**src/hw/rtl/pmac_pkg.sv**
```systemverilog
// ----------------------------------------------------------------------------
// pmac_pkg: shared types and constants for the mod 2^116-3 polynomial MAC
//
// Beat layouts of both channels, register indexes, limb geometry and the
// widths of the working registers of the shared multiply-accumulate unit.
// ----------------------------------------------------------------------------
`default_nettype none

package pmac_pkg;

  // Field geometry
  localparam int BLOCK_LOW_W  = 64;
  localparam int BLOCK_HIGH_W = 48;
  localparam int COUNT_W      = 4;
  localparam int MAX_BYTES    = 14;
  localparam int MSG_W        = 8 * MAX_BYTES + 1;   // data plus pad bit
  localparam int CFG_W        = 64;
  localparam int KEY_HIGH_W   = 48;
  localparam int KEY_W        = 112;
  localparam int TAG_W        = 128;

  // Arithmetic geometry: p = 2^ACC_W - FOLD
  localparam int ACC_W        = 116;
  localparam int LIMB_W       = 29;
  localparam int NUM_LIMBS    = ACC_W / LIMB_W;
  localparam int FOLD         = 3;
  localparam int MULB_W       = LIMB_W + 2;           // key limb times three
  localparam int PROD_W       = LIMB_W + MULB_W;
  localparam int Z_W          = 152;                  // column accumulator
  localparam int HI_W         = Z_W - ACC_W;

  // Configuration register indexes
  localparam int IDX_W = 2;
  localparam logic [IDX_W-1:0] REG_KEY_LOW    = 2'd0;
  localparam logic [IDX_W-1:0] REG_KEY_HIGH   = 2'd1;
  localparam logic [IDX_W-1:0] REG_BLIND_LOW  = 2'd2;
  localparam logic [IDX_W-1:0] REG_BLIND_HIGH = 2'd3;

  typedef struct packed {
    logic [BLOCK_LOW_W-1:0]  block_low;
    logic [BLOCK_HIGH_W-1:0] block_high;
    logic [COUNT_W-1:0]      byte_count;
    logic                    last;
  } in_item_t;

  typedef struct packed {
    logic [TAG_W/2-1:0] tag_low;
    logic [TAG_W/2-1:0] tag_high;
  } out_item_t;

endpackage

`default_nettype wire

```
**src/hw/rtl/poly_mac_mod_2p116_minus_3.sv**
```systemverilog
// ----------------------------------------------------------------------------
// poly_mac_mod_2p116_minus_3: one-time polynomial MAC over p = 2^116 - 3
//
// Each input beat is a message block of up to 14 bytes. The padded block is
// added to the accumulator and the sum is multiplied by the key r modulo p.
// A last beat makes the block emit acc + blind (mod 2^128) and clear acc.
// ----------------------------------------------------------------------------
// A non-empty block keeps the block busy after the beat is taken: add and
// fold (ST_ADD, ST_PRE1, ST_PRE2), then a single 29 x 31 bit multiplier
// works through the 16 limb products of the 116 x 112 bit multiply (one
// product per cycle), then final reduction (ST_RED1, ST_RED2, ST_FIN). A
// last beat adds a tag write in ST_TAG; an empty last beat goes to that
// write alone, and an empty beat without last is taken and dropped while
// the block stays idle. The tag sits in an output register, so the next
// message may start while it waits; the tag write of that next message
// holds until the output register is free. The user must write the key and
// blind through the configuration port only while the block is idle; the block does not enforce it.
`default_nettype none

module poly_mac_mod_2p116_minus_3 (
  input  wire                           clk,
  input  wire                           rst,
  input  wire                           cfg_wr_en,
  input  wire [pmac_pkg::IDX_W-1:0]     cfg_index,
  input  wire [pmac_pkg::CFG_W-1:0]     cfg_data,
  input  wire                           in_valid,
  output logic                          in_ready,
  input  pmac_pkg::in_item_t            in_data,
  output logic                          out_valid,
  input  wire                           out_ready,
  output pmac_pkg::out_item_t           out_data
);

  import pmac_pkg::*;

  // Sequencer codes
  localparam logic [3:0] ST_IDLE = 4'd0;
  localparam logic [3:0] ST_ADD  = 4'd1;
  localparam logic [3:0] ST_PRE1 = 4'd2;
  localparam logic [3:0] ST_PRE2 = 4'd3;
  localparam logic [3:0] ST_MUL  = 4'd4;
  localparam logic [3:0] ST_RED1 = 4'd5;
  localparam logic [3:0] ST_RED2 = 4'd6;
  localparam logic [3:0] ST_FIN  = 4'd7;
  localparam logic [3:0] ST_TAG  = 4'd8;

  localparam int NPROD = NUM_LIMBS * NUM_LIMBS;
  localparam int CNT_W = $clog2(NPROD) + 1;
  localparam int SEL_W = $clog2(NUM_LIMBS);

  logic [3:0]              state;
  logic [CFG_W-1:0]        key_low;
  logic [KEY_HIGH_W-1:0]   key_high;
  logic [CFG_W-1:0]        blind_low;
  logic [CFG_W-1:0]        blind_high;
  logic [ACC_W-1:0]        acc;
  logic [MSG_W-1:0]        msg;
  logic                    last_item;
  logic [ACC_W-1:0]        opa;
  logic [Z_W-1:0]          z;
  logic [CNT_W-1:0]        cnt;
  logic [PROD_W-1:0]       prod;
  logic [SEL_W-1:0]        prod_pos;
  logic                    prod_vld;

  logic [COUNT_W-1:0]      n_eff;
  logic [8*MAX_BYTES-1:0]  data_in;
  logic [8*MAX_BYTES-1:0]  keep;
  logic [MSG_W-1:0]        msg_in;
  logic [ACC_W-1:0]        r_val;
  logic [SEL_W-1:0]        mul_i;
  logic [SEL_W-1:0]        mul_j;
  logic [SEL_W:0]          mul_k;
  logic [LIMB_W-1:0]       a_limb;
  logic [LIMB_W-1:0]       r_limb;
  logic [MULB_W-1:0]       mul_b;
  logic [PROD_W-1:0]       mul_out;
  logic [Z_W-1:0]          term;
  logic [HI_W+1:0]         h3;
  logic [Z_W-1:0]          add_a;
  logic [Z_W-1:0]          add_b;
  logic [Z_W-1:0]          sum;
  logic                    in_beat;

  assign in_ready = (state == ST_IDLE);
  assign in_beat  = in_valid && in_ready;

  // Pad and mask the incoming block
  always_comb begin
    n_eff   = (in_data.byte_count > COUNT_W'(MAX_BYTES)) ? COUNT_W'(MAX_BYTES)
                                                         : in_data.byte_count;
    data_in = {in_data.block_high, in_data.block_low};
    for (int b = 0; b < MAX_BYTES; b++) begin
      keep[8*b +: 8] = (COUNT_W'(b) < n_eff) ? 8'hff : 8'h00;
    end
    msg_in = {1'b0, data_in & keep} | (MSG_W'(1) << {n_eff, 3'b000});
  end

  // Limb product for the current count: a_i * r_j, times three past 2^116
  always_comb begin
    r_val   = {(ACC_W - KEY_W)'(0), key_high, key_low};
    mul_i   = cnt[2*SEL_W-1:SEL_W];
    mul_j   = cnt[SEL_W-1:0];
    mul_k   = {1'b0, mul_i} + {1'b0, mul_j};
    a_limb  = opa[mul_i*LIMB_W +: LIMB_W];
    r_limb  = r_val[mul_j*LIMB_W +: LIMB_W];
    mul_b   = mul_k[SEL_W] ? ({1'b0, r_limb, 1'b0} + {2'b00, r_limb})
                           : {2'b00, r_limb};
    mul_out = PROD_W'(a_limb) * PROD_W'(mul_b);
  end

  // Place the registered product at its column
  always_comb begin
    case (prod_pos)
      2'd0:    term = Z_W'(prod);
      2'd1:    term = Z_W'(prod) << LIMB_W;
      2'd2:    term = Z_W'(prod) << (2 * LIMB_W);
      default: term = Z_W'(prod) << (3 * LIMB_W);
    endcase
  end

  // Fold the bits above 2^116 by three
  assign h3 = {2'b00, z[Z_W-1:ACC_W]} + {1'b0, z[Z_W-1:ACC_W], 1'b0};

  // Shared adder operand select
  always_comb begin
    add_a = '0;
    add_b = '0;
    unique case (state) inside
      ST_ADD: begin
        add_a = Z_W'(acc);
        add_b = Z_W'(msg);
      end
      ST_PRE1, ST_PRE2, ST_RED2: begin
        add_a = Z_W'(z[ACC_W-1:0]);
        add_b = {z[ACC_W], z[ACC_W]} & Z_W'(FOLD);
      end
      ST_MUL: begin
        add_a = z;
        add_b = prod_vld ? term : '0;
      end
      ST_RED1: begin
        add_a = Z_W'(z[ACC_W-1:0]);
        add_b = Z_W'(h3);
      end
      ST_FIN: begin
        add_a = z;
        add_b = Z_W'(FOLD);
      end
      ST_TAG: begin
        add_a = Z_W'(acc);
        add_b = Z_W'({blind_high, blind_low});
      end
      default: begin
        add_a = '0;
        add_b = '0;
      end
    endcase
  end

  assign sum = add_a + add_b;

  // Configuration registers
  always_ff @(posedge clk) begin
    if (rst) begin
      key_low    <= '0;
      key_high   <= '0;
      blind_low  <= '0;
      blind_high <= '0;
    end else if (cfg_wr_en) begin
      unique case (cfg_index)
        REG_KEY_LOW:    key_low    <= cfg_data;
        REG_KEY_HIGH:   key_high   <= cfg_data[KEY_HIGH_W-1:0];
        REG_BLIND_LOW:  blind_low  <= cfg_data;
        REG_BLIND_HIGH: blind_high <= cfg_data;
        default: ;
      endcase
    end
  end

  // Working payload registers
  always_ff @(posedge clk) begin
    if (in_beat) begin
      msg       <= msg_in;
      last_item <= in_data.last;
    end
    if (state == ST_ADD || state == ST_PRE1 || state == ST_RED1 ||
        state == ST_RED2 || (state == ST_MUL && prod_vld)) begin
      z <= sum;
    end
    if (state == ST_PRE2) begin
      opa <= sum[ACC_W-1:0];
      z   <= '0;
    end
    if (state == ST_MUL && !cnt[CNT_W-1]) begin
      prod     <= mul_out;
      prod_pos <= mul_k[SEL_W-1:0];
    end
  end

  // Sequencer, accumulator and output register
  always_ff @(posedge clk) begin
    if (rst) begin
      state     <= ST_IDLE;
      acc       <= '0;
      cnt       <= '0;
      prod_vld  <= 1'b0;
      out_valid <= 1'b0;
    end else begin
      // Drop the tag beat once taken, unless a new tag replaces it
      if (out_valid && out_ready && state != ST_TAG) begin
        out_valid <= 1'b0;
      end
      unique case (state)
        ST_IDLE: begin
          if (in_beat) begin
            if (in_data.byte_count != '0) begin
              state <= ST_ADD;
            end else if (in_data.last) begin
              state <= ST_TAG;
            end
          end
        end
        ST_ADD:  state <= ST_PRE1;
        ST_PRE1: state <= ST_PRE2;
        ST_PRE2: begin
          cnt      <= '0;
          prod_vld <= 1'b0;
          state    <= ST_MUL;
        end
        ST_MUL: begin
          cnt      <= cnt + 1'b1;
          prod_vld <= !cnt[CNT_W-1];
          if (cnt[CNT_W-1]) begin
            state <= ST_RED1;
          end
        end
        ST_RED1: state <= ST_RED2;
        ST_RED2: state <= ST_FIN;
        ST_FIN: begin
          // Subtract p when z + 3 reaches 2^116
          acc   <= sum[ACC_W] ? sum[ACC_W-1:0] : z[ACC_W-1:0];
          state <= last_item ? ST_TAG : ST_IDLE;
        end
        ST_TAG: begin
          if (!out_valid || out_ready) begin
            out_data.tag_low  <= sum[TAG_W/2-1:0];
            out_data.tag_high <= sum[TAG_W-1:TAG_W/2];
            out_valid         <= 1'b1;
            acc               <= '0;
            state             <= ST_IDLE;
          end
        end
        default: state <= ST_IDLE;
      endcase
    end
  end

endmodule

`default_nettype wire

```
**config.mk**
```make
export PLATFORM = sky130hd
export DESIGN_NAME = poly_mac_mod_2p116_minus_3
export DESIGN_NICKNAME = d
export VERILOG_FILES = /design/src/hw/rtl/pmac_pkg.sv /design/src/hw/rtl/poly_mac_mod_2p116_minus_3.sv
export SDC_FILE = /design/constraint.sdc
export NUM_CORES = 2
export LEC_CHECK = 0
export BUFFER_PORTS_ARGS = -buffer_cell sky130_fd_sc_hd__buf_2
export CORE_MARGIN = 10
export CORE_UTILIZATION = 40
export DETAILED_ROUTE_END_ITERATION = 8
export SLEW_MARGIN = 20
export SYNTH_ARGS = -nofsm -noshare
export SYNTH_HDL_FRONTEND = slang
export SYNTH_SLANG_ARGS = --single-unit
```
**constraint.sdc**
```tcl
create_clock -name clk -period 14.35 [get_ports clk]
set_clock_uncertainty 0.1 [all_clocks]
set_input_delay 1.435 -clock clk [delete_from_list [all_inputs] [get_ports clk]]
set_output_delay 1.435 -clock clk [all_outputs]
set_load 0.02 [all_outputs]
```
# == Word level (Yosys, flattened, before mapping) ==
# Index checks and enable logic that the tools add are counted.
# word_totals
reg_bits,939
latchBits,0
ramBits,0
mem_bits_ro,0
out_inout_bits,130
elab_cells,128
n_memories,0
# classes
addsub,5
mul,3
div_mod_pow,0
magnitude_cmp,15
eq_ne,18
shifts,3
n_mux,35
bitwise,3
n_reduce_logical,29
# op_table
cell,n
$pmux W152 S6,1
$pmux W152 S3,1
$pmux W147 S3,1
$mux W116,2
$pmux W116 S2,1
$shiftx A116 B8 Y29,2
$add A152 B152 Y152,1
$mux W152,1
$or A112 B113 Y113,1
$shl A1 B7 Y113 const A,1
$and A112 B112 Y112,1
$mux W8,14
$mul A29 B31 Y60,1
$add A36 B37 Y38,1
$pmux W4 S9,1
$add A30 B29 Y31,1
$mux W31,1
$mux W4,7
$lt A4 B4 Y1 const A,6
$eq A4 B3 Y1 const B,4
$lt A3 B4 Y1 const A,4
$mul A2 B5 Y7 const B,2
$pmux W5 S2,1
$reduce_and A2 Y1,5
29 further kinds,50

# == Depth between registers and ports, before layout ==
# depth
depth_word,7
ltp_mapped,50
mapped_depth_nobuf,45

# == Least setup slack after synthesis ==
# Ideal clock, no wire load.
# synth_timing
path_kind,register to register
startpoint,register cnt[0]
endpoint,register prod[58] (data pin)
arrival_ns,11.220
required_time_ns,13.985
path_slack_ns,2.765
stages_incl_launch_ff,44
path_buffers,3
period_less_slack_ns,11.585
cell_sequence,dfxtp_1 > clkbuf_1 > buf_1 > mux4_2 > ha_1 > fa_1 > a21o_1 > a21oi_1 > o21bai_1 > a21oi_1 > o21ai_2 > a211o_1 > a21oi_1 > o21ai_0 > a21oi_1 > xor2_1 > o21a_1 > clkbuf_1 > [... 8 more ...] > fa_1 > fa_1 > inv_1 > fa_1 > inv_1 > ha_1 > nand2_1 > a21oi_1 > a221o_1 > a31oi_1 > o21ai_0 > a21bo_2 > and2_1 > a21oi_1 > o2111ai_1 > a311oi_1 > o21ai_0 > xor2_1
# synth_between
elab_chain_len,5
# synth_rtl
item,line_no,rtl
"start, declared",poly_mac_mod_2p116_minus_3.sv:61,logic [CNT_W-1:0] cnt;
"start signal, assigned",poly_mac_mod_2p116_minus_3.sv:232,cnt <= cnt + 1'b1;
$mul A2 B5 Y7,poly_mac_mod_2p116_minus_3.sv:106,r_limb = r_val[mul_j*LIMB_W +: LIMB_W];
$shiftx A116 B8 Y29,poly_mac_mod_2p116_minus_3.sv:106,
$add A30 B29 Y31,poly_mac_mod_2p116_minus_3.sv:107,"mul_b = mul_k[SEL_W] ? ({1'b0, r_limb, 1'b0} + {2'b00, r_limb})"
$mux W31 *,poly_mac_mod_2p116_minus_3.sv:107,
$mul A29 B31 Y60 *,poly_mac_mod_2p116_minus_3.sv:109,mul_out = PROD_W'(a_limb) * PROD_W'(mul_b);
net mul_out[58],poly_mac_mod_2p116_minus_3.sv:77,logic [PROD_W-1:0] mul_out;
"end signal, assigned",poly_mac_mod_2p116_minus_3.sv:196,prod <= mul_out;
"end, declared",poly_mac_mod_2p116_minus_3.sv:62,logic [PROD_W-1:0] prod;
# Mark *: on every way through the listed nets, which the timed path passes. The rest lies on a longest branch.
# A chain may end at the register's enable or synchronous reset.

# == Final worst setup path ==
# layout_timing
startpoint,register cnt[1]
endpoint,register prod[52] (data pin)
# Same word-level chain as after synthesis.

==> results.md <==
* Die Wd at 466.1 um
* Cts hold-fix bufs at 0
* Reg-to-reg endpoint: prod[52]
* Worst hold start: acc[99]
* Core Area at 197,600 um2
* CP max stage cell: fa_1
* Period utilization at 0.8853
* H-tree Lvls at 3
* CP Capture Type: flip-flop
* Count of final max-slew check failures at 0
* Post-DR wirelength/cell at 29.49 um
* Buffers inserted by post-CTS timing repair at 0
* Die H at 466.1 um
* Post-DP HPWL at 271,800 um
* RSZ-0062 raised after global routing: false
* Area leader, netlist: fa_1
* First-pass GRT wire length at 493,200 um
* Hold Path Class: flip-flop to flip-flop
* Buffer levels on the longest clock path at 3
* Buffers added on ports at 317
* Setup WS post-layout at 1646 ps
* CP most frequent cell: fa_1
* Worst-case reg-to-reg path depth at 45
* Outcome: finished, final reports clean
* Bufs and invs on worst path at 7
* Post-synthesis area per instance at 8.916 um2
* Synth top area cells: fa_1 20%, edfxtp_1 16%, dfxtp_1 13%, ha_1 7.3%, nand2_1 6.8%
* Mapped Area at 79,590 um2
* Total GRT Usage at 0.3100
* Hold path depth at 2
* P_int at 5.103 mW
* Max_slew headroom at 0.1032
* Full die area at 217,200 um2
* Combinational share of power at 0.270
* Initial antenna violation count at 27
* Worst min-delay path endpoint: acc[99]
* Post-Place Worst Slack at 1639 ps
* Clock slew at reported path FFs at 60 ps
* Initial Utilization at 0.4027
* Post-CTS Resized at 0
* Yosys warnings at 0
* Highest Clock Rate at 78.71 MHz
* Layout Cells excl Fill at 11,760
* Yosys reg bits at 939
* Worst slew pin tran at 1331 ps
* CP Max Fanout at 28
* Max-cap viol count at 0
* Top-area cell type share of the netlist area at 0.1967
* Post-layout util at 0.4426
* Required time worst endpoint at 14,720 ps
* Synth Net Count at 10,360
* Max VDD drop at 0.09445 mV
* First-iteration detailed-routing DRC count at 8,140
* Drc violations at 0
* Post-layout min period at 12,700 ps
* Pwr Density at 90.43 nW/um2
* Family with the most delay on the worst path: adder cells
* Commonest non-fill, non-tap cell in the layout: nand2_1
* Layout cell share with drive strength beyond 1 at 0.09387
* Lkg Pwr at 37.47 nW
* Detailed-route via count at 68,690
* R2R setup slack at 1650 ps
* WP data arrival at 13,080 ps
* Sequential share of the synthesized area at 0.2890
* Clock power frac at 0.331
* DR vias/cell at 5.842
* Overall power at 7.909 mW
* Clock latency on the worst-skew pair at 750 ps
* Library cells used by synthesis at 99
* CTS tree: done
* Nets at 10,440
* # rows at 163
* Drt pass-1 iters at 9
* Area growth syn-to-layout at 9.895%
* Root buffer selected by CTS: clkbuf_16
* Post-synth EDFFs at 420
* ANT nets after route at 0
* RR Startpoint: cnt[1]
* # IOs at 318
* Most frequent cells in the layout: 1,443 x nand2_1, 890 x inv_1, 781 x fa_1
* DRT Wirelength at 346,800 um
* Pin count of the biggest net entering global routing at 182
* Final setup fails at 0
* Crit Path Class: flip-flop to flip-flop
* GR Overflow Total at 0
* Setup TNS at 0 ps
* Cell count after synthesis at 8,926
* Placed insts at 11,550
* Ys async rst share at 0
* Crit start category: flip-flop
* Clock sink total at 939
* Sw frac at 0.3547
* Sequential Power Share at 0.399
* NetSw at 2.806 mW
* CP peak stage delay at 590 ps
* Post-synth top flop: dfxtp_1
* Vias in the first global route at 68,210
* Placer Congestion at 1.016
* Num CTS Buffers at 95
* Final hold violations at 0
[final cells by class]
| class | instances | area [um2] |
|---|---|---|
| Sequential cell | 939 | 23010 |
| Clock buffer | 138 | 2882 |
| Multi-Input combinational cell | 6580 | 51500 |
| Tap cell | 2640 | 3303 |
| Inverter | 893 | 3364 |
| Clock inverter | 41 | 377.9 |
| Timing Repair Buffer | 496 | 2952 |
| Fill cell | 19370 | 110200 |
| Antenna cell | 30 | 75.07 |
[worst reg2reg max path: cells and delay by family, from the launching register on]
family | cells | cell delay (ps)
adder cells (fa/ha/maj) | 11 | 5220
AND/OR/NAND/NOR | 3 | 320
flip-flops | 1 | 470
multiplexers | 1 | 230
buffers and inverters | 7 | 1240
AO/OA/AOI/OAI | 21 | 4540
XOR/XNOR | 2 | 340
[synthesized netlist by cell type, types with 9 or more instances]
cell,n
fa_1,782
buf_2,44
a31oi_1,31
o31ai_1,18
a222oi_1,30
o2111ai_1,9
a211oi_1,34
nor3_1,51
or3_1,14
clkbuf_1,413
and3_1,63
buf_1,42
xor2_1,85
nand2b_1,65
edfxtp_1,420
o21ai_0,409
a22oi_1,115
nand4_1,95
o221ai_1,9
mux2_2,37
o21a_1,76
or2_2,19
and4_1,12
a32oi_1,16
ha_1,462
a22o_1,135
mux4_2,28
o211ai_1,21
o21bai_1,66
nor2_1,775
a221oi_1,10
nor2b_1,73
xnor2_1,166
inv_1,890
and2_1,112
o21ai_1,53
nor4_1,11
nand3_1,66
mux2i_1,170
dfxtp_1,519
a21o_1,153
a21oi_1,720
a21boi_0,20
nand2_1,1445
[sequential cells by signal, indices dropped and copies added (netlist names)]
name and count:
acc 116, blind_high 64, blind_low 64, cnt 5, key_high 48, key_low 64, last_item 1, msg 113
opa 116, out_data 128, out_valid 1, prod 60, prod_pos 2, prod_vld 1, state 4, z 152
[worst max path at each step]
stage / cells past startpoint / to / slack [ps] / start
after floorplan: 43 / prod[58] / 2760 / cnt[0]
after global placement: 45 / prod[52] / 1680 / cnt[1]
after detailed placement: 45 / prod[52] / 1640 / cnt[1]
after CTS: 45 / prod[52] / 1560 / cnt[1]
after global routing: 45 / prod[52] / 780 / cnt[1]
final: 45 / prod[52] / 1650 / cnt[1]
[metrics by stage]
stage / cell area (um2) / hold slack, ps
after floorplan: 79590 / 325.4
after global placement: 84100 / 334.2
after detailed placement: 84110 / 342.5
after CTS: 87370 / 351.2
after global routing: 87430 / 366.3
final: 87460 / 350.2
[power groups by stage]
| stage | combinational (mW) | clock [mW] | sequential, mW |
|---|---|---|---|
| after global routing | 2.30 | 2.73 | 3.17 |
| final | 2.14 | 2.61 | 3.16 |
| after CTS | 2.11 | 2.64 | 3.15 |
| after detailed placement | 2.09 | 0 | 3.20 |
| after global placement | 2.08 | 0 | 3.20 |
| after floorplan | 1.23 | 0 | 3.16 |
[cell families (layout without fill, tap and decap cells)]
| logic type | after synthesis | in the layout | synth area share |
|---|---|---|---|
| and+or+nand+nor | 2841 | 2841 | 0.1532 |
| AOI/OAI and AO/OA | 2007 | 2007 | 0.1578 |
| buffers and inverters | 1407 | 1568 | 0.06795 |
| adders and majority gates | 1244 | 1244 | 0.2693 |
| DFF | 939 | 939 | 0.2890 |
| xor gates and xnor gates | 252 | 252 | 0.02797 |
| muxes | 236 | 236 | 0.03471 |
| other | 0 | 30 | 0 |
[layer usage]
| layer | part of all wire | global-route usage | vias to the layer above |
|---|---|---|---|
| li1 | - | - | 30160 |
| met1 | 0.40 | 0.4005 | 34500 |
| met2 | 0.44 | 0.4819 | 3318 |
| met3 | 0.082 | 0.05658 | 700 |
| met4 | 0.074 | 0.1889 | 2 |
| met5 | 0.000032 | 0 | - |
(Power assumes the default switching activity.)
